### src/f2i_pkg.sv
// ----------------------------------------------------------------------------
// f2i_pkg: shared types and constants for the float to integer converter.
// Holds the operation codes and the saturation limits of both target widths.
// ----------------------------------------------------------------------------
package f2i_pkg;

  // Operation selector: bit 1 picks double input, bit 0 picks 64-bit output.
  typedef enum logic [1:0] {
    OP_S_TO_W = 2'd0,
    OP_S_TO_L = 2'd1,
    OP_D_TO_W = 2'd2,
    OP_D_TO_L = 2'd3
  } f2i_op_t;

  localparam logic [63:0] SAT32_MAX = 64'h0000_0000_7FFF_FFFF;
  localparam logic [63:0] SAT32_MIN = 64'hFFFF_FFFF_8000_0000;
  localparam logic [63:0] SAT64_MAX = 64'h7FFF_FFFF_FFFF_FFFF;
  localparam logic [63:0] SAT64_MIN = 64'h8000_0000_0000_0000;

endpackage

### src/f2i_core.sv
// ----------------------------------------------------------------------------
// f2i_core: combinational float to integer conversion.
// Unpacks the operand, classifies it and shifts the significand into place.
// ----------------------------------------------------------------------------
module f2i_core import f2i_pkg::*; (
  input  logic [1:0]  op,
  input  logic [63:0] operand_bits,
  output logic [63:0] converted_value
);

  logic        is_dbl;
  logic        wide;
  logic        neg;
  logic [10:0] expf;
  logic [51:0] frac;
  logic        exp_max;
  logic        frac_nz;
  logic [11:0] e;
  logic [52:0] sig;
  logic [63:0] mag;
  logic [63:0] sat_val;
  logic [11:0] lim;

  // Field extraction; a single is widened into double field positions.
  always_comb begin
    is_dbl = op[1];
    wide   = op[0];
    if (is_dbl) begin
      neg     = operand_bits[63];
      expf    = operand_bits[62:52];
      frac    = operand_bits[51:0];
      exp_max = (operand_bits[62:52] == 11'h7FF);
      e       = {1'b0, operand_bits[62:52]} - 12'd1023;
    end else begin
      neg     = operand_bits[31];
      expf    = {3'b000, operand_bits[30:23]};
      frac    = {operand_bits[22:0], 29'd0};
      exp_max = (operand_bits[30:23] == 8'hFF);
      e       = {4'b0000, operand_bits[30:23]} - 12'd127;
    end
    frac_nz = (frac != 52'd0);
    lim     = wide ? 12'd63 : 12'd31;
    sig     = {1'b1, frac};
  end

  // Magnitude: exponent is known to lie in 0..62 when it is used.
  always_comb begin
    logic [115:0] wide_sig;
    wide_sig = {63'd0, sig} << e[5:0];
    mag      = wide_sig[115:52];
  end

  // Classification and sign application.
  always_comb begin
    sat_val = wide ? (neg ? SAT64_MIN : SAT64_MAX) : (neg ? SAT32_MIN : SAT32_MAX);
    priority if (exp_max) begin
      converted_value = frac_nz ? 64'd0 : sat_val;
    end else if (expf == 11'd0 || e[11]) begin
      converted_value = 64'd0;
    end else if (e >= lim) begin
      converted_value = sat_val;
    end else begin
      converted_value = neg ? (~mag + 64'd1) : mag;
    end
  end

endmodule

### src/float_to_integer_saturating_convert.sv
// ----------------------------------------------------------------------------
// float_to_integer_saturating_convert: saturating float to integer converter.
// Truncates a single or double toward zero into a 32- or 64-bit integer.
// ----------------------------------------------------------------------------
//   Channel  Ports                           Direction
//   in       in_valid/in_ready, op, bits     input
//   out      out_valid/out_ready, value      output
//
// One item per cycle while the output is not stalled; a taken item waits in the
// input register, its result is held in the result register. The conversion is
// a single combinational stage between the two registers. Reset empties both
// registers. A stalled output stalls the input only when both registers are full.
module float_to_integer_saturating_convert import f2i_pkg::*; (
  input  logic        clk,
  input  logic        rst_n,
  input  logic        in_valid,
  output logic        in_ready,
  input  logic [1:0]  in_op,
  input  logic [63:0] in_operand_bits,
  output logic        out_valid,
  input  logic        out_ready,
  output logic [63:0] out_converted_value
);

  logic        s1_vld_r;
  logic [1:0]  s1_op_r;
  logic [63:0] s1_bits_r;
  logic        s2_vld_r;
  logic [63:0] s2_val_r;
  logic [63:0] conv;
  logic        s2_take;

  f2i_core u_core (
    .op              (s1_op_r),
    .operand_bits    (s1_bits_r),
    .converted_value (conv)
  );

  // Pipeline advance control.
  assign s2_take  = !s2_vld_r || out_ready;
  assign in_ready = !s1_vld_r || s2_take;

  // Input register.
  always_ff @(posedge clk) begin
    if (!rst_n) begin
      s1_vld_r <= 1'b0;
    end else if (in_ready) begin
      s1_vld_r <= in_valid;
    end
    if (in_ready && in_valid) begin
      s1_op_r   <= in_op;
      s1_bits_r <= in_operand_bits;
    end
  end

  // Result register.
  always_ff @(posedge clk) begin
    if (!rst_n) begin
      s2_vld_r <= 1'b0;
    end else if (s2_take) begin
      s2_vld_r <= s1_vld_r;
    end
    if (s2_take && s1_vld_r) begin
      s2_val_r <= conv;
    end
  end

  assign out_valid           = s2_vld_r;
  assign out_converted_value = s2_val_r;

endmodule
### config.mk
export PLATFORM = sky130hd
export DESIGN_NAME = float_to_integer_saturating_convert
export DESIGN_NICKNAME = d
export VERILOG_FILES = /design/src/f2i_pkg.sv /design/src/f2i_core.sv /design/src/float_to_integer_saturating_convert.sv
export SDC_FILE = /design/constraint.sdc
export NUM_CORES = 1
export LEC_CHECK = 0
export ABC_AREA = 1
export ABC_CLOCK_PERIOD_IN_PS = 6240
export BUFFER_PORTS_ARGS = -buffer_cell sky130_fd_sc_hd__buf_4
export CAP_MARGIN = 20
export CORE_MARGIN = 2
export CORE_UTILIZATION = 45
export CTS_CLUSTER_SIZE = 40
export DETAILED_ROUTE_END_ITERATION = 12
export SYNTH_ARGS = -nofsm -noshare
export SYNTH_HDL_FRONTEND = slang
export SYNTH_HIERARCHICAL = 1
export SYNTH_SLANG_ARGS = --single-unit
### constraint.sdc
create_clock -name clk -period 6.24 [get_ports clk]
set_clock_uncertainty 0.15 [all_clocks]
set_input_delay 1.872 -clock clk [delete_from_list [all_inputs] [get_ports clk]]
set_output_delay 1.872 -clock clk [all_outputs]
set_load 0.005 [all_outputs]
==> reports/metrics.yaml <==
power_and_ir_drop:
  p_per_area_nw_per_um2: 248
  ir_drop_mv: 0.157
  p_leak_nw: 7.55
synth:
  yosysMostFrequentCell: "nand2_1"
  synth_edf_count: 130
  synth_top_area_frac: 0.298
  synthArstFlopShare: 0
  ys_ff_latch: 132
  ys.flop_type: "edfxtp_1"
  syn_inst: 2179
  syn_area_per_cell_um2: 6.01
  yosysWarnings: 6
  synthTopCellsByCount: "nand2_1, nand3_1, inv_1, edfxtp_1, nor2_1"
  syn-cell-area_um2: 13100
  yosysUniqueCellTypes: 39
  synth_nets: 2253
  ys_seq_area_frac: 0.301
  yosysTopAreaCell: "edfxtp_1"
  synth_area_leaders: "edfxtp_1, nand2_1, nand3_1"
sta:
  hold_slack_ps: 360
  min_period_ps: 5140
  tightest_slew_ps: 1170
  maxSlewViolCount: 0
  fin_setup_tns_ps: 0
  hold_viol: 0
  final-setup-viol-count: 0
  slew_headroom: 0.220
  clock.fmax_ghz: 0.194
  rsz0062_at_grt: "no"
  period_share: 0.824
die:
  die_x_um: 175
  die-area_um2: 30500
  core_area_um2: 28700
  die_h_um: 175
  initial_core_util: 0.456
  io_pins: 136
  rows: 62
cells_and_area:
  antenna_cells: 0
  regArea_um2: 3940
  final_cells: 2642
  multi_input_area_um2: 7920
  areaGrowthSynthToFinish_pct: 13.3
  drive_above_1_share: 0.120
  fin_nets: 2319
  fill_cells: 3117
clock_network:
  cts.sink_count: 132
  ctsResizeCount: 0
  htreeDepth: 4
  clk_pin_slew_ps: 70
  ctsLongestPathBuffers: 2
  ctsHoldBuffers: 0
  clock_latency_ps: 440
  tritoncts: "yes"
  postCtsSetupRepairBufs: 0
  cts_buffers: 17
  cts_root_buffer: "clkbuf_16"
detailed_routing:
  dr.pass1.iters: 8
  drc: 0
  drt_iter0_markers: 1904
  finalWirelength_um: 51400
  wire_per_inst_um: 19.5
  ant_nets: 0
  drt-vias-per-instance: 5.73
  vias: 15100
worst_setup_path:
  crit_arrival_ps: 5170
  startpoint: "s1_op_r[1]"
  cp_max_fo: 74
  crit_type: "flop to flop"
  worstSetupEndpointType: "flop"
  r2r_start: "s1_op_r[1]"
  required_ps: 6270
  start_kind: "flop"
global_routing:
  overflow: 0
  grtUsageMet1: 0.448
  use_met3: 0.0545
  antenna_found_initial: 0
  grt_use_met2: 0.525
  grt_use_total: 0.336
  grt_pass1_vias: 13900
  grt_busiest_layer: "met2"
  grt_first_pass_wirelength_um: 79100
  grt_max_degree: 75
place:
  io_buffers: 135
  gp_congestion: 1.05
  placedCellCount: 2610
  place_hpwl_um: 39700
worst_hold_path:
  worstHoldPathType: "flop to flop"
  hp-start: "s1_vld_r"
status:
  status: "completed"
job:
  drv_cap: 0
## cells in the final DEF, fill, tap and decap left out, types with 5 or more instances in the layout
cell | Yosys | final
nor2_1 | 123 | 122
nand3_2 | 7 | 7
buf_4 | 20 | 166
o211ai_1 | 6 | 6
a21oi_1 | 44 | 41
inv_8 | 0 | 5
o21ai_1 | 19 | 18
o21ai_2 | 5 | 5
nand2_1 | 907 | 907
edfxtp_1 | 130 | 130
inv_2 | 11 | 12
inv_6 | 0 | 7
nor4_1 | 5 | 5
o21ai_0 | 77 | 77
clkbuf_16 | 0 | 17
inv_1 | 144 | 143
nand2_2 | 17 | 17
nand4_1 | 35 | 35
nand3_1 | 471 | 471
nand3b_1 | 6 | 6
nor2_2 | 11 | 11
nor3_1 | 8 | 8
## layout make-up
cell class / count / share of cell area
clock inverters: 15 / 0.0116
well taps: 384 / 0.0324
repair buffers: 169 / 0.0881
multi-input cells: 1769 / 0.534
clock buffers: 17 / 0.0287
inverters: 156 / 0.0395
flip-flops and latches: 132 / 0.266
## sequential cells by signal, indices dropped and copies added, names as in the netlist
name and cells:
out_valid 1, s1_op_r 2, out_converted_value 64, s1_bits_r 64
s1_vld_r 1
## logic make-up (layout without fill, tap and decap cells)
group           after synthesis  in the layout  synth area share
fa+ha+maj                     4              4           0.00382
compound gates              161            161            0.0678
simple gates               1602           1602             0.529
flops                       132            132             0.301
buf+inv                     278            357            0.0967
xor+xnor                      2              2           0.00134
## power by group
part	switching (W)	total, W	internal [W]
clock	0.000480	0.00105	0.000574
sequential	0.0000308	0.00108	0.00105
combinational	0.00110	0.00154	0.000436
## final timing paths
check | endpoint | slack (ps) | depth (start not counted)
setup / recovery | out_converted_value[45] | 1100 | 21
hold / removal | s1_vld_r | 360 | 2
setup reg to reg | out_converted_value[45] | 1100 | 21
hold reg to reg | s1_vld_r | 360 | 2
## critical path: stages (launching register included)
cell      delay [ps]
edfxtp_1         360
buf_4            290
buf_4            600
nand2_1          140
nand2_2          500
nand2_1          150
nand3_1          200
nand3_1          200
nand3_1          180
nand3_1          190
nand3_1          410
nand2_1           90
inv_1             90
nand2_1           50
nor2_1           400
a21oi_1          190
nor2_4           300
nand2_1           90
nand2_1           60
nand3_1           90
nand2_1           80
nand2_1           50
## per-stage QoR
| stage | worst slack [ps] | instance area, um2 | total power [W] | util |
|---|---|---|---|---|
| 2_1_floorplan | 541 | 13100 | 0.00212 | - |
| 3_3_place_gp | 1360 | 14200 | 0.00259 | 0.496 |
| 3_5_place_dp | 1330 | 14200 | 0.00259 | 0.496 |
| 4_1_cts | 1320 | 14800 | 0.00365 | 0.517 |
| 5_1_grt | 782 | 14800 | 0.00388 | 0.517 |
| 6_report | 1100 | 14800 | 0.00367 | 0.517 |
## metal layers
layer  share of wire  vias up
met4           0.056        0
met2            0.44      790
li1                -     7336
met3           0.086      132
met5               0        -
met1            0.41     6874
(Power assumes the default switching activity.)
